$ cat config.mk
export PLATFORM = sky130hd
export DESIGN_NAME = pulse_oscillator_width_sweep_unit
export DESIGN_NICKNAME = d
export VERILOG_FILES = /design/src/hw/rtl/pows_pkg.sv /design/src/hw/rtl/pulse_oscillator_width_sweep_unit.sv
export SDC_FILE = /design/constraint.sdc
export NUM_CORES = 1
export LEC_CHECK = 0
export ABC_AREA = 1
export BUFFER_PORTS_ARGS = -buffer_cell sky130_fd_sc_hd__buf_2
export CORE_ASPECT_RATIO = 0.9
export CORE_MARGIN = 8
export CORE_UTILIZATION = 62
export CTS_CLUSTER_SIZE = 8
export DETAILED_ROUTE_END_ITERATION = 8
export MAX_ROUTING_LAYER = met4
export PLACE_DENSITY_LB_ADDON = 0.05
export SLEW_MARGIN = 20
export SYNTH_ARGS = -nofsm -noshare
export SYNTH_HDL_FRONTEND = slang
export SYNTH_SLANG_ARGS = --single-unit
$ cat constraint.sdc
create_clock -name clock -period 3.7 [get_ports clock]
set_clock_uncertainty 0.2 [all_clocks]
set_input_delay 0.185 -clock clock [delete_from_list [all_inputs] [get_ports clock]]
set_output_delay 0.185 -clock clock [all_outputs]
set_load 0.01 [all_outputs]
$ cat src/hw/rtl/pows_pkg.sv
// Shared types and constants for the pulse oscillator width sweep unit.
// Depends on nothing; imported by pulse_oscillator_width_sweep_unit.
package pows_pkg;

   localparam int COUNT_BITS  = 16;
   localparam int WIDTH_BITS  = 10;
   localparam int STEP_BITS   = $clog2(COUNT_BITS);
   localparam int WIDTH_RESET = 100;

   typedef struct packed {
      logic [7:0]  period;
      logic [9:0]  target_width;
      logic [9:0]  start_width;
      logic [15:0] step_interval;
      logic        trigger;
   } pows_req_type;

   typedef struct packed {
      logic       level;
      logic [9:0] width_now;
   } pows_rsp_type;

   typedef enum logic [2:0] {
      ST_IDLE,
      ST_PERIOD,
      ST_SWEEP,
      ST_WIDTH,
      ST_FINISH
   } pows_state_type;

endpackage

$ cat src/hw/rtl/pulse_oscillator_width_sweep_unit.sv
// Pulse oscillator with pulse-width sweep: top level and its sequencer.
// Depends on pows_pkg (types, counter and width sizes, state codes).
//
// Usage:
//  - req channel (req_valid/req_ready/req_data): one word per audio tick,
//    carrying period, target and start width, sweep step interval, trigger.
//  - rsp channel (rsp_valid/rsp_ready/rsp_data): one word per tick with the
//    square wave level and the pulse width after that tick.
//  - The three "is a multiple of" tests share one restoring remainder unit
//    that retires one dividend bit per cycle; they run one after another:
//    period test, sweep test, width test, and then the finish state loads
//    the result word. req_ready is low from acceptance until the sequencer
//    is back in the idle state, so a new tick waits for the last to finish.
//  - Results sit in an output register. The next tick is accepted while a
//    finished word still waits; a tick that finishes while the register is
//    still full waits in the finish state until rsp_ready frees it.
//  - Reset (synchronous, active high) clears the counters, drops the level,
//    loads a width of 100 and arms the first-tick load of the target width.
//    No result is pending after reset.
module pulse_oscillator_width_sweep_unit (
   input  logic                  clock,
   input  logic                  reset,
   input  logic                  req_valid,
   output logic                  req_ready,
   input  pows_pkg::pows_req_type req_data,
   output logic                  rsp_valid,
   input  logic                  rsp_ready,
   output pows_pkg::pows_rsp_type rsp_data
);
   import pows_pkg::*;

   // sequencer and oscillator state
   pows_state_type          state_ff, state_in;
   logic [COUNT_BITS-1:0]   period_count_ff, period_count_in;
   logic [COUNT_BITS-1:0]   width_count_ff, width_count_in;
   logic [COUNT_BITS-1:0]   sweep_count_ff, sweep_count_in;
   logic                    pulse_active_ff, pulse_active_in;
   logic [WIDTH_BITS-1:0]   cur_width_ff, cur_width_in;
   logic                    level_ff, level_in;
   logic                    first_tick_ff, first_tick_in;

   // fields of the tick in flight needed after acceptance
   logic [WIDTH_BITS-1:0]   target_ff, target_in;
   logic [15:0]             interval_ff, interval_in;

   // shared remainder unit
   logic [COUNT_BITS-1:0]   num_ff, num_in;
   logic [COUNT_BITS-1:0]   den_ff, den_in;
   logic [COUNT_BITS-1:0]   rem_ff, rem_in;
   logic [STEP_BITS-1:0]    step_ff, step_in;

   // output register
   logic                    rsp_valid_ff, rsp_valid_in;
   pows_rsp_type            rsp_data_ff, rsp_data_in;

   // remainder datapath
   logic [COUNT_BITS:0]     shift_val;
   logic                    shift_ge;
   logic [COUNT_BITS-1:0]   rem_next;
   logic                    div_last;
   logic                    is_mult;

   // tick start values
   logic [WIDTH_BITS-1:0]   req_target;
   logic [WIDTH_BITS-1:0]   start_w;
   logic [COUNT_BITS-1:0]   sweep_base;
   logic [WIDTH_BITS-1:0]   stepped_width;

   assign req_ready = (state_ff == ST_IDLE);
   assign rsp_valid = rsp_valid_ff;
   assign rsp_data  = rsp_data_ff;

   // one restoring step: bring in the next dividend bit, subtract if it fits
   assign shift_val = {rem_ff, num_ff[COUNT_BITS-1]};
   assign shift_ge  = (shift_val >= {1'b0, den_ff});
   assign rem_next  = shift_ge ? COUNT_BITS'(shift_val - {1'b0, den_ff})
                               : shift_val[COUNT_BITS-1:0];
   assign div_last  = (step_ff == STEP_BITS'(COUNT_BITS - 1));
   assign is_mult   = (rem_next == '0);

   assign req_target = WIDTH_BITS'(req_data.target_width);
   assign start_w    = WIDTH_BITS'(req_data.start_width);

   // one sweep step toward the target, for the width test divisor
   always_comb begin
      stepped_width = cur_width_ff;
      if (is_mult) begin
         if (cur_width_ff < target_ff) begin
            stepped_width = cur_width_ff + WIDTH_BITS'(1);
         end else if (cur_width_ff > target_ff) begin
            stepped_width = cur_width_ff - WIDTH_BITS'(1);
         end
      end
   end

   always_comb begin
      state_in        = state_ff;
      period_count_in = period_count_ff;
      width_count_in  = width_count_ff;
      sweep_count_in  = sweep_count_ff;
      pulse_active_in = pulse_active_ff;
      cur_width_in    = cur_width_ff;
      level_in        = level_ff;
      first_tick_in   = first_tick_ff;
      target_in       = target_ff;
      interval_in     = interval_ff;
      num_in          = num_ff;
      den_in          = den_ff;
      rem_in          = rem_ff;
      step_in         = step_ff;
      rsp_valid_in    = rsp_valid_ff;
      rsp_data_in     = rsp_data_ff;
      sweep_base      = sweep_count_ff;

      if (rsp_valid_ff && rsp_ready) begin
         rsp_valid_in = 1'b0;
      end

      // divider advances one bit per cycle in every test state
      if (state_ff == ST_PERIOD || state_ff == ST_SWEEP || state_ff == ST_WIDTH) begin
         rem_in  = rem_next;
         num_in  = num_ff << 1;
         step_in = step_ff + STEP_BITS'(1);
      end

      unique case (state_ff)
         ST_IDLE: begin
            if (req_valid) begin
               target_in   = req_target;
               interval_in = req_data.step_interval;
               // retrigger only once the previous sweep is finished
               if (req_data.trigger && cur_width_ff == req_target) begin
                  cur_width_in = start_w;
                  sweep_base   = '0;
               end
               if (first_tick_ff) begin
                  cur_width_in  = req_target;
                  first_tick_in = 1'b0;
               end
               period_count_in = period_count_ff + COUNT_BITS'(1);
               width_count_in  = width_count_ff + COUNT_BITS'(1);
               sweep_count_in  = sweep_base + COUNT_BITS'(1);
               num_in  = period_count_ff + COUNT_BITS'(1);
               den_in  = (req_data.period == '0) ? COUNT_BITS'(1)
                                                 : COUNT_BITS'(req_data.period);
               rem_in  = '0;
               step_in = '0;
               state_in = ST_PERIOD;
            end
         end
         ST_PERIOD: begin
            if (div_last) begin
               // pulse start; width counter restarts at one
               if (is_mult && !pulse_active_ff) begin
                  level_in        = 1'b1;
                  pulse_active_in = 1'b1;
                  period_count_in = '0;
                  width_count_in  = COUNT_BITS'(1);
               end
               num_in  = sweep_count_ff;
               den_in  = (interval_ff == '0) ? COUNT_BITS'(1) : COUNT_BITS'(interval_ff);
               rem_in  = '0;
               step_in = '0;
               state_in = ST_SWEEP;
            end
         end
         ST_SWEEP: begin
            if (div_last) begin
               cur_width_in = stepped_width;
               num_in  = width_count_ff;
               // a zero width divides by one, so the pulse ends at once
               den_in  = (stepped_width == '0) ? COUNT_BITS'(1)
                                               : COUNT_BITS'(stepped_width);
               rem_in  = '0;
               step_in = '0;
               state_in = ST_WIDTH;
            end
         end
         ST_WIDTH: begin
            if (div_last) begin
               if (is_mult) begin
                  level_in        = 1'b0;
                  pulse_active_in = 1'b0;
               end
               state_in = ST_FINISH;
            end
         end
         ST_FINISH: begin
            if (!rsp_valid_ff || rsp_ready) begin
               rsp_valid_in          = 1'b1;
               rsp_data_in.level     = level_ff;
               rsp_data_in.width_now = 10'(cur_width_ff);
               state_in              = ST_IDLE;
            end
         end
         default: begin
            state_in = ST_IDLE;
         end
      endcase
   end

   always_ff @(posedge clock) begin
      if (reset) begin
         state_ff        <= ST_IDLE;
         period_count_ff <= '0;
         width_count_ff  <= '0;
         sweep_count_ff  <= '0;
         pulse_active_ff <= 1'b0;
         cur_width_ff    <= WIDTH_BITS'(WIDTH_RESET);
         level_ff        <= 1'b0;
         first_tick_ff   <= 1'b1;
         step_ff         <= '0;
         rsp_valid_ff    <= 1'b0;
      end else begin
         state_ff        <= state_in;
         period_count_ff <= period_count_in;
         width_count_ff  <= width_count_in;
         sweep_count_ff  <= sweep_count_in;
         pulse_active_ff <= pulse_active_in;
         cur_width_ff    <= cur_width_in;
         level_ff        <= level_in;
         first_tick_ff   <= first_tick_in;
         step_ff         <= step_in;
         rsp_valid_ff    <= rsp_valid_in;
      end
   end

   // payload, no reset
   always_ff @(posedge clock) begin
      target_ff   <= target_in;
      interval_ff <= interval_in;
      num_ff      <= num_in;
      den_ff      <= den_in;
      rem_ff      <= rem_in;
      rsp_data_ff <= rsp_data_in;
   end

   // an accepted tick always starts with the period test
   a_accept_starts: assert property (@(posedge clock) disable iff (reset)
      (req_valid && req_ready) |=> (state_ff == ST_PERIOD && step_ff == '0))
      else $error("accepted tick did not start the period test");

   // running remainder stays below a nonzero divisor
   a_rem_bound: assert property (@(posedge clock) disable iff (reset)
      (state_ff == ST_PERIOD || state_ff == ST_SWEEP || state_ff == ST_WIDTH)
      |-> (den_ff != '0 && rem_ff < den_ff))
      else $error("remainder unit out of range");

   // a result word only appears out of the finish state
   a_rsp_from_finish: assert property (@(posedge clock) disable iff (reset)
      $rose(rsp_valid_ff) |-> $past(state_ff == ST_FINISH))
      else $error("result loaded outside finish state");

   // the pulse flag and the level agree once a tick is done
   a_level_flag: assert property (@(posedge clock) disable iff (reset)
      (state_ff == ST_FINISH) |-> (level_ff == pulse_active_ff))
      else $error("level and pulse flag disagree");

endmodule
# ---- Word level (Yosys, flattened, before mapping)
# Index checks and enable logic that the tools add are counted.
dict set report totals {
  reg_bits 153
  wordCells 119
  out_inout_bits 13
  inputBits 49
}
dict set report classes {
  n_reduce_logical 25
  eq_ne 14
  magnitude_cmp 3
  n_mux 54
  n_addsub 7
}
# operator n
set op_table {}
lappend op_table {{16-bit 2-to-1 mux} 21}
lappend op_table {{16-bit case mux with 2 select lines} 3}
lappend op_table {{16-bit case mux with 3 select lines} 2}
lappend op_table {{10-bit 2-to-1 mux} 8}
lappend op_table {{16-bit by 1-bit adder with 16-bit output (second input constant)} 3}
lappend op_table {{16-bit logical NOT} 2}
lappend op_table {{10-bit case mux with 2 select lines} 1}
lappend op_table {{17-bit by 16-bit >= comparator with 1-bit output} 1}
lappend op_table {{16-bit subtractor} 1}
lappend op_table {{3-bit 2-to-1 mux} 5}
lappend op_table {{3-bit case mux with 5 select lines} 1}
lappend op_table {{4-bit 2-to-1 mux} 3}
lappend op_table {{2-bit != test (second input constant)} 6}
lappend op_table {{4-bit AND reduction} 3}
lappend op_table {{10-bit by 1-bit adder with 10-bit output (second input constant)} 1}
lappend op_table {{10-bit equality test} 1}
lappend op_table {{10-bit > comparator} 1}
lappend op_table {{10-bit logical NOT} 1}
lappend op_table {{10-bit < comparator} 1}
lappend op_table {{5-bit AND reduction} 2}
lappend op_table {{10-bit by 1-bit subtractor with 10-bit output (second input constant)} 1}
lappend op_table {{8-bit logical NOT} 1}
lappend op_table {{8-bit 2-to-1 mux} 1}
lappend op_table {{4-bit case mux with 2 select lines} 1}
lappend op_table {{other kinds (17)} 32}

# ---- Logic depth before layout (Yosys ltp)
dict set report logic_depth {
  word_depth 8
  ltp_mapped 26
  depth_no_buf 25
}

# ---- Worst setup path before layout
# Ideal clock, no wire load.
dict set report synth_path {
  path_kind {flip-flop to flip-flop}
  startpoint {register den_ff[11]}
  endpoint {register den_ff[0] (data pin)}
  setup_slack_ns 0.704
  period_less_slack_ns 2.996
  setup_time_ns 0.253
  arrival_time_ns 2.543
  n_path_buf 2
  t_required_ns 3.247
  stages_incl_launch_ff 25
  path_cell_list {edfxtp_1 -> inv_1 -> ha_1 -> nand2_1 -> inv_2 -> nand2_1 -> nand2_1 -> nand2_1 -> nand2_2 -> nor2_8 -> nand2_4 -> buf_6 -> nand2_1 -> nand2_1 -> nor2_1 -> nand2_1 -> nor2_4 -> nand2_4 -> buf_2 -> o21ai_1 -> inv_1 -> nand2_1 -> nor2_1 -> nand3_1 -> nand2_1}
}
dict set report synth_between {
  elab_chain_cells 8
  word_cells_on_any_way 9
  classes_between {1 x add/sub; 1 x order compare; 5 x mux; 2 x reduce/logical}
}
# element line
set synth_rtl {}
lappend synth_rtl {{from (decl)} pulse_oscillator_width_sweep_unit.sv:48} ;# logic [COUNT_BITS-1:0] den_ff, den_in;
lappend synth_rtl {{from (signal assigned)} pulse_oscillator_width_sweep_unit.sv:233} ;# den_ff <= den_in;
lappend synth_rtl {{16-bit subtractor or 17-bit by 16-bit >= comparator with 1-bit output (tied branches)} {pulse_oscillator_width_sweep_unit.sv:76, pulse_oscillator_width_sweep_unit.sv:75}}
lappend synth_rtl {{16-bit 2-to-1 mux (*)} pulse_oscillator_width_sweep_unit.sv:76} ;# assign rem_next = shift_ge ? COUNT_BITS'(shift_val - {1'b0, den_ff})
lappend synth_rtl {{16-bit logical NOT (*)} pulse_oscillator_width_sweep_unit.sv:79} ;# assign is_mult = (rem_next == '0);
lappend synth_rtl {{10-bit 2-to-1 mux (*)} pulse_oscillator_width_sweep_unit.sv:87} ;# if (is_mult) begin
lappend synth_rtl {{10-bit logical NOT} pulse_oscillator_width_sweep_unit.sv:172} ;# den_in = (stepped_width == '0) ? COUNT_BITS'(1)
lappend synth_rtl {{10-bit 2-to-1 mux (*)} pulse_oscillator_width_sweep_unit.sv:172}
lappend synth_rtl {{16-bit 2-to-1 mux (*)} pulse_oscillator_width_sweep_unit.sv:168} ;# if (div_last) begin
lappend synth_rtl {{16-bit case mux with 3 select lines (*)} pulse_oscillator_width_sweep_unit.sv:126} ;# unique case (state_ff)
lappend synth_rtl {{named net den_in[0]} pulse_oscillator_width_sweep_unit.sv:48}
# The timed path passes the listed nets; every way through them passes the cells marked *. The select of a mux whose other input is x is not followed.
# A chain may end at the register's enable or synchronous reset.

# ---- Worst setup path after layout
dict set report layout_path {
  startpoint {register den_ff[10]}
  endpoint {register width_count_ff[1]}
}
dict set report layout_between {
  elab_chain_cells 6
  word_cells_on_any_way 7
  classes_between {1 x add/sub; 1 x order compare; 1 x eq/ne; 1 x mux; 3 x reduce/logical}
}
# element line
set layout_rtl {}
lappend layout_rtl {{16-bit subtractor or 17-bit by 16-bit >= comparator with 1-bit output (tied branches)} {pulse_oscillator_width_sweep_unit.sv:76, pulse_oscillator_width_sweep_unit.sv:75}}
lappend layout_rtl {{16-bit 2-to-1 mux (*)} pulse_oscillator_width_sweep_unit.sv:76}
lappend layout_rtl {{16-bit logical NOT (*)} pulse_oscillator_width_sweep_unit.sv:79}
lappend layout_rtl {{1-bit logical AND (*)} pulse_oscillator_width_sweep_unit.sv:154} ;# if (is_mult && !pulse_active_ff) begin
lappend layout_rtl {{2-bit by 1-bit != test with 1-bit output (no source line) (*)} --}
lappend layout_rtl {{4-bit AND reduction (no source line) (*)} --}
lappend layout_rtl {{to (signal assigned)} pulse_oscillator_width_sweep_unit.sv:217} ;# width_count_ff <= width_count_in;
lappend layout_rtl {{to (decl)} pulse_oscillator_width_sweep_unit.sv:35} ;# logic [COUNT_BITS-1:0] width_count_ff, width_count_in;
# Mark *: on every way between the ends. The rest lies on a longest branch, timed or not.

==> flow_metrics.tcl <==
set metrics [dict create \
    status "finished, final reports clean" \
    crit_type "flop to flop" \
    yosys_most_used_dff "dfxtp_1" \
    start_kind "flop" \
    peakVddDrop_mv 0.4488 \
    cp_max_fo 34 \
    first_pass_iters 5 \
    dp.cells 1547 \
    cts.sinks 153 \
    power.density_nw_per_um2 701.2 \
    chipWidth_um 145.5 \
    avgSynthCellArea_um2 7.168 \
    vias 8899 \
    fin_tns_setup_ns 0 \
    die_y_um 132.5 \
    setup_viol 0 \
    min_period_ns 3.355 \
    hp-class "input pin to flop" \
    routed-wl-met3_mm 2.064 \
    netlist_area_um2 9354 \
    final_util 0.7407 \
    met1_length_mm 11.70 \
    grt-ovfl-total 0 \
    end_kind "flop" \
    grt_pass1_vias 8454 \
    final_layout_size_suffix_gt1_frac 0.1112 \
    ys_warn_count 0 \
    fin_cells 1619 \
    wl_met2_mm 11.60 \
    initial_core_util 0.6357 \
    tightestPinTransition_ns 0.8251 \
    antennaDiodeCount 0 \
    grt_max_degree 51 \
    slew_headroom 0.4448 \
    fin_nets 1491 \
    syn_to_final_growth_pct 16.52 \
    syn-num-nets 1387 \
    cts_tree "done" \
    die_area_um2 19280 \
    drc 0 \
    cts_buffer_depth 2 \
    synth_seq_cells 153 \
    gp_congestion 0.9500 \
    ys_seq_area_frac 0.3842 \
    cts-buffers-inserted 17 \
    max_freq_mhz 298.1 \
    drt-total-wl_mm 25.90 \
    io_buffers 61 \
    clkTransAtPathRegs_ns 0.06 \
    grtUsageTotal 0.2753 \
    avgRoutedWirePerCell_um 16.00 \
    drt_iter0_markers 964 \
    num_rows 42 \
    core-area_um2 14710 \
    period_share 0.9067 \
    h-tree-depth 4 \
    drv_cap 0 \
    vias_per_cell 5.497 \
    highest_layer "met4" \
    rsz0062_at_grt "no" \
    detailed_place_hpwl_mm 18.67 \
    cp.arrival_ns 3.47 \
    num_io_pins 62 \
    antenna_found_initial 0 \
    postRouteAntennaNets 0 \
    clock_latency_ns 0.42 \
    crit_required_ns 3.81 \
    cts_root_buf "clkbuf_16" \
    hold_violations 0 \
    synth-edff-count 53 \
    synthArstFlopShare 0 \
    synth_cell_types 52 \
    final_max_slew_viol_count 0 \
    grt_pass1_wl_mm 42.23 \
    p_leak_nw 4.962 \
    synth_cells 1305 \
]
-- cells by family (layout without fill, tap and decap cells) --
family	Yosys count	in the layout	synth area share
fa+ha+maj	33	33	0.04494
compound gates	173	173	0.1101
xor+xnor	49	49	0.04588
mux	16	16	0.01712
simple gates	662	662	0.3047
buf+inv	219	335	0.09310
flops	153	153	0.3842
-- synth_stat cells (all sizes together) (2+ instances only) --
master | count | area, um2
nand2 | 349 | 1348
inv | 176 | 660.6
nor2 | 154 | 624.3
dfxtp | 100 | 2002
nand3 | 89 | 455.4
a21oi | 61 | 312.8
o21ai | 60 | 311.5
edfxtp | 53 | 1592
xor2 | 40 | 350.3
clkbuf | 33 | 123.9
ha | 32 | 400.4
nor3 | 19 | 100.1
nand4 | 18 | 112.6
mux2i | 16 | 160.2
nor4 | 13 | 81.33
o2111ai | 13 | 113.9
o211ai | 12 | 90.09
or2 | 11 | 68.82
a31oi | 10 | 62.56
buf | 9 | 82.57
xnor2 | 9 | 78.83
a22oi | 5 | 42.54
and2 | 3 | 18.77
and3 | 3 | 18.77
nor3b | 3 | 22.52
a211oi | 2 | 15.01
a21o | 2 | 15.01
-- critical path: stages (launching register included) --
cell and delay, ns:
edfxtp_1 0.36, inv_1 0.05, ha_1 0.36, nand2_1 0.10
nand2_1 0.06, nand2_1 0.06, nand2_1 0.07, nand2_1 0.08
nand2_2 0.09, nor2_8 0.23, nand2_4 0.17, nand2_1 0.12
nand2_1 0.07, nor2_1 0.11, nand2_1 0.09, nor2_4 0.16
nand2_4 0.14, o21ai_4 0.22, nand2_8 0.20, o21ai_1 0.21
nor2_1 0.07
-- worst paths after layout --
check | start | end | slack [ns] | cells past startpoint
worst min-delay path | req_valid | step_ff[0] | 0.01 | 4
worst max-delay path | den_ff[10] | width_count_ff[1] | 0.35 | 20
worst max register to register | den_ff[10] | width_count_ff[1] | 0.35 | 20
worst min register to register | period_count_ff[4] | period_count_ff[4] | 0.28 | 2
-- placed cells by master (no fill, tap or decap), drive strengths merged, types with 7 or more instances in the layout --
cell and n:
inv 177, clkinv 7, buf 87, clkbuf 21
nor2 154, or2 11, nand4 18, o211ai 12
xnor2 9, nand2 349, nor4 13, o2111ai 13
dfxtp 100, mux2i 16, edfxtp 53, ha 32
xor2 40, o21ai 60, dlygate4sd3 40, nand3 89
nor3 19, a21oi 61, a31oi 10
-- cell type report --
type	instances	area [um2]
multi-input cells	933	4913
flip-flops and latches	153	3593
well taps	198	247.7
repair buffers	127	913.4
inverters	177	664.4
clock inverters	10	95.09
clock buffers	21	471.7
fillers	1208	3815
-- sequential cells by signal, summed over array words and instances, names as in the netlist --
name / count
state_ff: 3
step_ff: 4
period_count_ff: 16
width_count_ff: 16
sweep_count_ff: 16
target_ff: 10
level_ff: 1
rsp_data: 11
num_ff: 16
cur_width_ff: 10
first_tick_ff: 1
rem_ff: 16
interval_ff: 16
rsp_valid: 1
den_ff: 16
-- routing by layer --
layer  global-route usage  up-vias
met1               0.3554     4059
met3              0.05590       39
met5                    -        -
met2               0.4276      334
li1                     -     4467
met4              0.08608        0
-- where the power goes --
group	internal [mW]	leakage [nW]	total [mW]	switching (mW)
clock	0.981	0.274	1.68	0.703
combinational	1.22	3.37	3.63	2.42
sequential	2.09	1.32	2.32	0.232
total	4.29	4.96	7.64	3.35
-- through the flow --
step / hold slack, ns / setup slack, ns / power [mW] / area, um2
floorplan: 0.08387 / 0.7038 / 4.968 / 9354
global route: 0.05255 / 0.02058 / 8.178 / 10900
finish: 0.009843 / 0.3453 / 7.643 / 10900
detailed placement: 0.1631 / 0.2077 / 5.833 / 9913
global placement: 0.1610 / 0.2556 / 5.810 / 9913
CTS: 0.001437 / 0.1801 / 7.556 / 10880
-- timing repair --
action,in CTS,in global routing
hold endpoints to repair,40,0
hold buffers,40,0
gates resized for setup,0,1
setup buffers,0,1
setup endpoints to repair,0,35
(Power assumes the default switching activity.)
